## config.mk

```make
export PLATFORM = sky130hd
export DESIGN_NAME = datetime_string_validator_top
export DESIGN_NICKNAME = d
export VERILOG_FILES = /design/src/rtl/dsv_pkg.sv /design/src/rtl/dsv_in_stage.sv /design/src/rtl/dsv_accum.sv /design/src/rtl/dsv_out_stage.sv /design/src/rtl/datetime_string_validator_top.sv
export SDC_FILE = /design/constraint.sdc
export NUM_CORES = 1
export LEC_CHECK = 0
export BUFFER_PORTS_ARGS = -buffer_cell sky130_fd_sc_hd__clkbuf_2
export CELL_PAD_IN_SITES_DETAIL_PLACEMENT = 1
export CELL_PAD_IN_SITES_GLOBAL_PLACEMENT = 1
export CORE_MARGIN = 2
export CORE_UTILIZATION = 48
export CTS_CLUSTER_SIZE = 12
export DETAILED_ROUTE_END_ITERATION = 10
export PLACE_DENSITY = 0.84
export SLEW_MARGIN = 20
export SYNTH_ARGS = -nofsm -noshare
export SYNTH_HDL_FRONTEND = slang
export SYNTH_SLANG_ARGS = --single-unit
```

## constraint.sdc

```tcl
create_clock -name i_clk -period 5.4 [get_ports i_clk]
set_clock_uncertainty 0.1 [all_clocks]
set_input_delay 0.27 -clock i_clk [delete_from_list [all_inputs] [get_ports i_clk]]
set_output_delay 0.27 -clock i_clk [all_outputs]
set_load 0.1 [all_outputs]
```

## src/rtl/dsv_pkg.sv

```systemverilog
`default_nettype none
package dsv_pkg;

    localparam int unsigned CHAR_W  = 8;
    localparam int unsigned YEAR_W  = 14;
    localparam int unsigned FIELD_W = 7;
    localparam int unsigned POS_W   = 5;
    localparam int unsigned CFG_ADDR_W = 1;
    localparam int unsigned CFG_DATA_W = YEAR_W;
    localparam int unsigned OUT_DATA_W = 8;

    localparam logic [CFG_ADDR_W-1:0] REG_MIN_YEAR = 1'd0;
    localparam logic [CFG_ADDR_W-1:0] REG_MAX_YEAR = 1'd1;

    localparam logic [YEAR_W-1:0] MIN_YEAR_RST = 14'd1970;
    localparam logic [YEAR_W-1:0] MAX_YEAR_RST = 14'd2999;

    // character positions in the text
    localparam logic [POS_W-1:0] POS_YEAR_HI  = 5'd1;
    localparam logic [POS_W-1:0] POS_YEAR_LO0 = 5'd2;
    localparam logic [POS_W-1:0] POS_YEAR_LO1 = 5'd3;
    localparam logic [POS_W-1:0] POS_DASH1    = 5'd4;
    localparam logic [POS_W-1:0] POS_DASH2    = 5'd7;
    localparam logic [POS_W-1:0] POS_SPACE    = 5'd10;
    localparam logic [POS_W-1:0] POS_COLON1   = 5'd13;
    localparam logic [POS_W-1:0] POS_COLON2   = 5'd16;
    localparam logic [POS_W-1:0] TEXT_LEN     = 5'd19;
    localparam logic [POS_W-1:0] POS_SAT      = 5'd20;

    localparam logic [CHAR_W-1:0] CH_DASH  = 8'h2d;
    localparam logic [CHAR_W-1:0] CH_SPACE = 8'h20;
    localparam logic [CHAR_W-1:0] CH_COLON = 8'h3a;
    localparam logic [CHAR_W-1:0] CH_ZERO  = 8'h30;
    localparam logic [CHAR_W-1:0] CH_NINE  = 8'h39;

    localparam logic [FIELD_W-1:0] MONTH_MAX  = 7'd12;
    localparam logic [FIELD_W-1:0] HOUR_MAX   = 7'd23;
    localparam logic [FIELD_W-1:0] MINSEC_MAX = 7'd59;

    typedef struct packed {
        logic [YEAR_W-1:0]  year;
        logic [FIELD_W-1:0] month;
        logic [FIELD_W-1:0] day;
        logic [FIELD_W-1:0] hour;
        logic [FIELD_W-1:0] minute;
        logic [FIELD_W-1:0] second;
        logic [FIELD_W-1:0] year_lo;
        logic [1:0]         cent_mod4;
        logic               shape_err;
        logic               len_ok;
    } t_fields;

    function automatic logic [FIELD_W-1:0] month_len(input logic [FIELD_W-1:0] month,
                                                     input logic leap);
        logic [FIELD_W-1:0] len;
        case (month)
            7'd2:                       len = leap ? 7'd29 : 7'd28;
            7'd4, 7'd6, 7'd9, 7'd11:    len = 7'd30;
            default:                    len = 7'd31;
        endcase
        return len;
    endfunction

endpackage
`default_nettype wire

```

## src/rtl/dsv_in_stage.sv

```systemverilog
`default_nettype none
module dsv_in_stage (
    input  wire logic                       i_clk,
    input  wire logic                       i_rst_n,
    input  wire logic                       i_valid,
    input  wire logic [dsv_pkg::CHAR_W-1:0] i_char,
    input  wire logic                       i_last,
    input  wire logic                       i_adv,
    output logic                            o_ready,
    output logic                            o_valid,
    output logic [dsv_pkg::CHAR_W-1:0]      o_char,
    output logic                            o_last
);
    import dsv_pkg::*;

    logic              r_vld;
    logic [CHAR_W-1:0] r_char;
    logic              r_last;

    assign o_ready = !r_vld || i_adv;

    always_ff @(posedge i_clk) begin
        if (!i_rst_n) begin
            r_vld <= 1'b0;
        end else if (i_valid && o_ready) begin
            r_vld <= 1'b1;
        end else if (i_adv) begin
            r_vld <= 1'b0;
        end
    end

    always_ff @(posedge i_clk) begin
        if (i_valid && o_ready) begin
            r_char <= i_char;
            r_last <= i_last;
        end
    end

    assign o_valid = r_vld;
    assign o_char  = r_char;
    assign o_last  = r_last;
endmodule
`default_nettype wire

```

## src/rtl/dsv_accum.sv

```systemverilog
`default_nettype none
module dsv_accum (
    input  wire logic                       i_clk,
    input  wire logic                       i_rst_n,
    input  wire logic                       i_adv,
    input  wire logic [dsv_pkg::CHAR_W-1:0] i_char,
    input  wire logic                       i_last,
    output dsv_pkg::t_fields                o_fields
);
    import dsv_pkg::*;

    logic [POS_W-1:0]   r_pos,    n_pos;
    logic               r_shape,  n_shape;
    logic [YEAR_W-1:0]  r_year,   n_year;
    logic [FIELD_W-1:0] r_month,  n_month;
    logic [FIELD_W-1:0] r_day,    n_day;
    logic [FIELD_W-1:0] r_hour,   n_hour;
    logic [FIELD_W-1:0] r_minute, n_minute;
    logic [FIELD_W-1:0] r_second, n_second;
    logic [FIELD_W-1:0] r_ylo,    n_ylo;
    logic [1:0]         r_cent,   n_cent;

    logic       is_digit;
    logic [3:0] digit;

    assign is_digit = (i_char >= CH_ZERO) && (i_char <= CH_NINE);
    assign digit    = i_char[3:0];

    always_comb begin
        n_pos    = (r_pos < POS_SAT) ? r_pos + 5'd1 : r_pos;
        n_shape  = r_shape;
        n_year   = r_year;
        n_month  = r_month;
        n_day    = r_day;
        n_hour   = r_hour;
        n_minute = r_minute;
        n_second = r_second;
        n_ylo    = r_ylo;
        n_cent   = r_cent;
        if (r_pos < TEXT_LEN) begin
            case (r_pos)
                POS_DASH1, POS_DASH2: begin
                    if (i_char != CH_DASH) n_shape = 1'b1;
                end
                POS_SPACE: begin
                    if (i_char != CH_SPACE) n_shape = 1'b1;
                end
                POS_COLON1, POS_COLON2: begin
                    if (i_char != CH_COLON) n_shape = 1'b1;
                end
                default: begin
                    if (!is_digit) begin
                        n_shape = 1'b1;
                    end else if (r_pos < POS_DASH1) begin
                        n_year = 14'(r_year * 14'd10 + 14'(digit));
                        if (r_pos == POS_YEAR_HI) n_cent = n_year[1:0];
                        if (r_pos == POS_YEAR_LO0) n_ylo = 7'(digit);
                        if (r_pos == POS_YEAR_LO1) n_ylo = 7'(r_ylo * 7'd10 + 7'(digit));
                    end else if (r_pos < POS_DASH2) begin
                        n_month = 7'(r_month * 7'd10 + 7'(digit));
                    end else if (r_pos < POS_SPACE) begin
                        n_day = 7'(r_day * 7'd10 + 7'(digit));
                    end else if (r_pos < POS_COLON1) begin
                        n_hour = 7'(r_hour * 7'd10 + 7'(digit));
                    end else if (r_pos < POS_COLON2) begin
                        n_minute = 7'(r_minute * 7'd10 + 7'(digit));
                    end else begin
                        n_second = 7'(r_second * 7'd10 + 7'(digit));
                    end
                end
            endcase
        end
    end

    always_ff @(posedge i_clk) begin
        if (!i_rst_n || (i_adv && i_last)) begin
            r_pos    <= '0;
            r_shape  <= 1'b0;
            r_year   <= '0;
            r_month  <= '0;
            r_day    <= '0;
            r_hour   <= '0;
            r_minute <= '0;
            r_second <= '0;
            r_ylo    <= '0;
            r_cent   <= '0;
        end else if (i_adv) begin
            r_pos    <= n_pos;
            r_shape  <= n_shape;
            r_year   <= n_year;
            r_month  <= n_month;
            r_day    <= n_day;
            r_hour   <= n_hour;
            r_minute <= n_minute;
            r_second <= n_second;
            r_ylo    <= n_ylo;
            r_cent   <= n_cent;
        end
    end

    always_comb begin
        o_fields.year      = n_year;
        o_fields.month     = n_month;
        o_fields.day       = n_day;
        o_fields.hour      = n_hour;
        o_fields.minute    = n_minute;
        o_fields.second    = n_second;
        o_fields.year_lo   = n_ylo;
        o_fields.cent_mod4 = n_cent;
        o_fields.shape_err = n_shape;
        o_fields.len_ok    = (n_pos == TEXT_LEN);
    end
endmodule
`default_nettype wire

```

## src/rtl/dsv_out_stage.sv

```systemverilog
`default_nettype none
module dsv_out_stage (
    input  wire logic                       i_clk,
    input  wire logic                       i_rst_n,
    input  wire logic                       i_load,
    input  wire dsv_pkg::t_fields           i_fields,
    input  wire logic [dsv_pkg::YEAR_W-1:0] i_min_year,
    input  wire logic [dsv_pkg::YEAR_W-1:0] i_max_year,
    input  wire logic                       i_ready,
    output logic                            o_valid,
    output logic                            o_res
);
    import dsv_pkg::*;

    logic r_vld;
    logic r_res;
    logic leap;
    logic ok;

    // year = hundreds * 100 + year_lo, so leap rules reduce to the low bits
    assign leap = (i_fields.year_lo != '0) ? (i_fields.year_lo[1:0] == 2'd0)
                                           : (i_fields.cent_mod4 == 2'd0);

    assign ok = !i_fields.shape_err && i_fields.len_ok
             && (i_fields.year >= i_min_year) && (i_fields.year <= i_max_year)
             && (i_fields.month != '0) && (i_fields.month <= MONTH_MAX)
             && (i_fields.day != '0) && (i_fields.day <= month_len(i_fields.month, leap))
             && (i_fields.hour <= HOUR_MAX)
             && (i_fields.minute <= MINSEC_MAX)
             && (i_fields.second <= MINSEC_MAX);

    always_ff @(posedge i_clk) begin
        if (!i_rst_n) begin
            r_vld <= 1'b0;
        end else if (i_load) begin
            r_vld <= 1'b1;
        end else if (i_ready) begin
            r_vld <= 1'b0;
        end
    end

    always_ff @(posedge i_clk) begin
        if (i_load) begin
            r_res <= ok;
        end
    end

    assign o_valid = r_vld;
    assign o_res   = r_res;
endmodule
`default_nettype wire

```

## src/rtl/datetime_string_validator_top.sv

```systemverilog
// Date-and-time text checker for the form YYYY-MM-DD HH:MM:SS.
// Input stream (s_axis): one character per word in tdata, tlast on the final
// character of each text. Output stream (m_axis): one verdict word per text,
// tdata bit 0 is 1 when the text is a valid date and time within the year
// bounds, else 0.
// Config port: i_cfg_we writes i_cfg_wdata into register i_cfg_addr
// (0: min_year, 1: max_year); write only while no text is in flight.
// The verdict shows on m_axis after the final character is accepted and passes
// through the input register, then one pass into the result register.
// Throughput: one character per cycle, sustained; s_axis_tready drops only
// when a verdict is waiting in the result register, m_axis_tready is low and
// the next final character is ready to be judged. Non-final characters keep
// flowing under an output stall.
// Reset (synchronous, active low) empties both registers, clears all partial
// fields and sets the year bounds to 1970 and 2999.
`default_nettype none
module datetime_string_validator_top (
    input  wire logic                           i_clk,
    input  wire logic                           i_rst_n,
    input  wire logic                           s_axis_tvalid,
    output logic                                s_axis_tready,
    input  wire logic [dsv_pkg::CHAR_W-1:0]     s_axis_tdata,   // [7:0] char_code
    input  wire logic                           s_axis_tlast,   // last_char
    output logic                                m_axis_tvalid,
    input  wire logic                           m_axis_tready,
    output logic [dsv_pkg::OUT_DATA_W-1:0]      m_axis_tdata,   // [0] valid_res, [7:1] zero
    input  wire logic                           i_cfg_we,
    input  wire logic [dsv_pkg::CFG_ADDR_W-1:0] i_cfg_addr,
    input  wire logic [dsv_pkg::CFG_DATA_W-1:0] i_cfg_wdata
);
    import dsv_pkg::*;

    logic [YEAR_W-1:0] r_min_year;
    logic [YEAR_W-1:0] r_max_year;

    logic              in_vld;
    logic [CHAR_W-1:0] in_char;
    logic              in_last;
    logic              adv;
    logic              out_vld;
    logic              out_res;
    t_fields           fields;

    always_ff @(posedge i_clk) begin
        if (!i_rst_n) begin
            r_min_year <= MIN_YEAR_RST;
            r_max_year <= MAX_YEAR_RST;
        end else if (i_cfg_we) begin
            case (i_cfg_addr)
                REG_MIN_YEAR: r_min_year <= i_cfg_wdata;
                REG_MAX_YEAR: r_max_year <= i_cfg_wdata;
                default: ;
            endcase
        end
    end

    // a final character waits only while the result register is held
    assign adv = in_vld && (!in_last || !out_vld || m_axis_tready);

    dsv_in_stage u_in (
        .i_clk   (i_clk),
        .i_rst_n (i_rst_n),
        .i_valid (s_axis_tvalid),
        .i_char  (s_axis_tdata),
        .i_last  (s_axis_tlast),
        .i_adv   (adv),
        .o_ready (s_axis_tready),
        .o_valid (in_vld),
        .o_char  (in_char),
        .o_last  (in_last)
    );

    dsv_accum u_accum (
        .i_clk    (i_clk),
        .i_rst_n  (i_rst_n),
        .i_adv    (adv),
        .i_char   (in_char),
        .i_last   (in_last),
        .o_fields (fields)
    );

    dsv_out_stage u_out (
        .i_clk      (i_clk),
        .i_rst_n    (i_rst_n),
        .i_load     (adv && in_last),
        .i_fields   (fields),
        .i_min_year (r_min_year),
        .i_max_year (r_max_year),
        .i_ready    (m_axis_tready),
        .o_valid    (out_vld),
        .o_res      (out_res)
    );

    assign m_axis_tvalid = out_vld;
    assign m_axis_tdata  = {{(OUT_DATA_W-1){1'b0}}, out_res};
endmodule
`default_nettype wire

```

==> impl_metrics.py <==
metrics = {
    "critical_path": {
        "cp_max_fo": 7,
        "slowest_stage": "or4_1",
        "path_delay_family": "compound AO/OA/AOI/OAI gates",
        "critPathLaunchType": "register",
        "cp_num_buf_inv": 0,
        "cp.arrival_ps": 4860,
        "critPathMostFrequentCell": "ha_1",
        "cp_data_required_time_ps": 5430,
        "cp-end-kind": "register",
        "startpoint": "u_accum.r_year[1]",
        "crit_chain": "ha_1, ha_1, fa_1, a21oi_1, o22ai_1, o41ai_1, xor2_1, or4_1, a21o_1, a31oi_1, ha_1, o21ai_0, o22ai_1, a211o_1, and4_1",
        "r2r_start": "u_accum.r_year[1]",
        "critPathMaxStageDelay_ps": 600,
        "path_class": "reg2reg",
    },
    "logic_synthesis": {
        "synth_common_cells": "103 x nand2_1, 97 x ha_1, 94 x dfxtp_1",
        "synth_edf_count": 10,
        "synth-async-reset-ratio": 0,
        "ys.flop_type": "dfxtp_1",
        "netlist_instances": 912,
        "synth.yosys.seq_area_share": 0.280,
        "synth.avg_cell_area_um2": 8.55,
        "syn_area_mm2": 0.00780,
        "yosys.cell_types.count": 73,
        "post-synth-top-area-cell": "dfxtp_1",
        "synth_most_common_cell": "nand2_1",
        "yosys_warnings": 0,
        "synth-seq-cells": 104,
        "synthDominantCellAreaShare": 0.241,
        "synthTopCellsByArea": "dfxtp_1 24%, ha_1 16%, nand2_1 5.0%",
    },
    "detailed_routing": {
        "vias": 6663,
        "routed_via_density": 5.74,
        "drt_pass1_iterations": 5,
        "routed_wl_mm": 21.4,
        "routedWlPerCell_um": 18.5,
        "drt-initial-drc-count": 289,
        "drc": 0,
        "ant_nets": 0,
    },
    "cts": {
        "cts_buffers": 9,
        "cts_setup_buffers": 0,
        "htree_levels": 3,
        "root_buffer": "clkbuf_16",
        "cts.sinks": 104,
        "clkTransAtPathRegs_ps": 80,
        "cts_tree": "done",
        "clock_tree.buffer_depth": 2,
        "clock_latency_ps": 360,
    },
    "timing": {
        "hold_violations": 0,
        "grt_setup_unrepaired": "false",
        "slew_headroom": 0.417,
        "post-route-min-period_ps": 4830,
        "tns_ps": 0,
        "finalSetupViolCount": 0,
        "post-route-period-util": 0.895,
        "fin_ws_ps": 569,
        "worst_pin_slew_ps": 872,
        "max_freq_mhz": 207,
        "slew_viol_final": 0,
    },
    "placement": {
        "placedCellCount": 1135,
        "port_buffers": 31,
        "place_hpwl_mm": 15.7,
        "gp_congestion": 0.886,
        "pre_cts_ws_ps": 742,
    },
    "global_routing": {
        "grt_pass1_vias": 7112,
        "track_usage": 0.256,
        "grt_max_degree": 38,
        "antenna_found_initial": 0,
        "grt_remaining_overflow": 0,
        "grt_pass1_wl_mm": 35.9,
    },
    "die": {
        "rows": 46,
        "die_x_um": 131,
        "die_area_mm2": 0.0173,
        "core_mm2": 0.0159,
        "boundaryPins": 39,
        "initial_core_util": 0.491,
        "die_h_um": 131,
    },
    "finish": {
        "stdcell_count": 1160,
        "drive_gt1_frac": 0.0847,
        "syn_to_final_growth_pct": 9.45,
        "final_nets": 1079,
        "n_antenna_cell": 0,
    },
    "outcome": {
        "status": "complete, no violations",
    },
    "power_and_ir_drop": {
        "power_leakage_uw": 0.00356,
        "vdd_drop_max_uv": 164,
        "power_density_mw_per_mm2": 201,
    },
    "min_path": {
        "hold_path.class": "in2reg",
        "holdCritStartpoint": "i_cfg_wdata[0]",
    },
    "job": {
        "maxCapViolCount": 0,
    },
}
## sequential cells by signal (all words and copies together), names as in the netlist
| name | count |
|---|---|
| r_max_year | 14 |
| r_min_year | 14 |
| u_accum.r_year | 14 |
| u_in.o_char | 8 |
| u_accum.r_day | 7 |
| u_accum.r_hour | 7 |
| u_accum.r_minute | 7 |
| u_accum.r_month | 7 |
| u_accum.r_second | 7 |
| u_accum.r_ylo | 7 |
| u_accum.r_pos | 5 |
| u_accum.r_cent | 2 |
| u_accum.r_shape | 1 |
| u_in.o_last | 1 |
| u_in.o_valid | 1 |
| u_out.o_res | 1 |
| u_out.o_valid | 1 |
## cell families after synthesis
| logic type | share of synthesized area |
|---|---|
| simple gates | 0.194 |
| mux | 0.0505 |
| compound gates | 0.155 |
| other cells | 0.000481 |
| xor+xnor | 0.0696 |
| fa+ha+maj | 0.192 |
| buf+inv | 0.0595 |
| flops | 0.280 |
## cell usage in the layout (no fill, tap or decap), drive strengths merged, types with 3 or more instances in the layout
cell and instances:
nand2 103, ha 97, dfxtp 94, nor2 87, inv 73, a21oi 49, clkbuf 41, xnor2 39
mux2i 36, o21ai 31, xor2 23, o211ai 21, nand3 19, a211oi 19, a21boi 14, fa 14
nor2b 14, nand4 13, buf 12, a21o 11, edfxtp 10, nor3 10, dlygate4sd3 9, nor4 9
nand2b 7, conb 7, nor3b 7, and3 5, nand4b 5, o31ai 5, a31oi 5, nor4b 5
and2 4, or3 3, or4 3, a31o 3, mux2 3, or4b 3
## worst paths after layout
kind | depth (start not counted) | end | slack, ps
worst max register to register | 15 | u_out.o_res | 570
worst max-delay path | 15 | u_out.o_res | 570
worst min register to register | 2 | r_min_year[3] | 370
worst min-delay path | 3 | r_max_year[0] | 30
## tightest hold or removal path, cell delays in order
cell and delay [ps]:
clkbuf_2 90, nand2_1 40, nand3_1 70
## metrics by stage
step	power, µW	hold WS [ps]	cell area (µm²)	utilization
after floorplan	961	269	7820	-
after global placement	1010	346	8130	0.512
after detailed placement	1020	350	8130	0.512
after CTS	1720	33.4	8530	0.537
after global routing	1780	43.7	8540	0.537
final	1720	32.8	8540	0.537
## final cells by class
type / count / area [µm²]
Fill cell: 1937 / 7350
Multi-Input combinational cell: 705 / 5180
Sequential cell: 104 / 2180
Timing Repair Buffer: 52 / 335
Tap cell: 216 / 270
Inverter: 67 / 251
Clock buffer: 10 / 250
Clock inverter: 6 / 62.6
## report_power, final
group          switching [µW]  internal, µW  total (µW)  leakage, µW
Combinational             134          62.9         197      0.00254
Sequential               14.2           798         812     0.000861
Clock                     350           359         709     0.000156
Total                     498          1220        1720      0.00356
## metal layers
metal | global-route usage | share of wire | vias to the layer above
met2 | 0.437 | 0.49 | 113
met1 | 0.338 | 0.46 | 3264
met5 | 0 | 0 | -
met3 | 0.0336 | 0.031 | 38
met4 | 0.0797 | 0.024 | 0
li1 | - | - | 3248
## timing repair
| item | in CTS | in global routing |
|---|---|---|
| endpoints found under the hold margin | 9 | 0 |
| hold buffers | 9 | 0 |
| resized for setup | 0 | 0 |
Power figures use the tool's default switching activity.
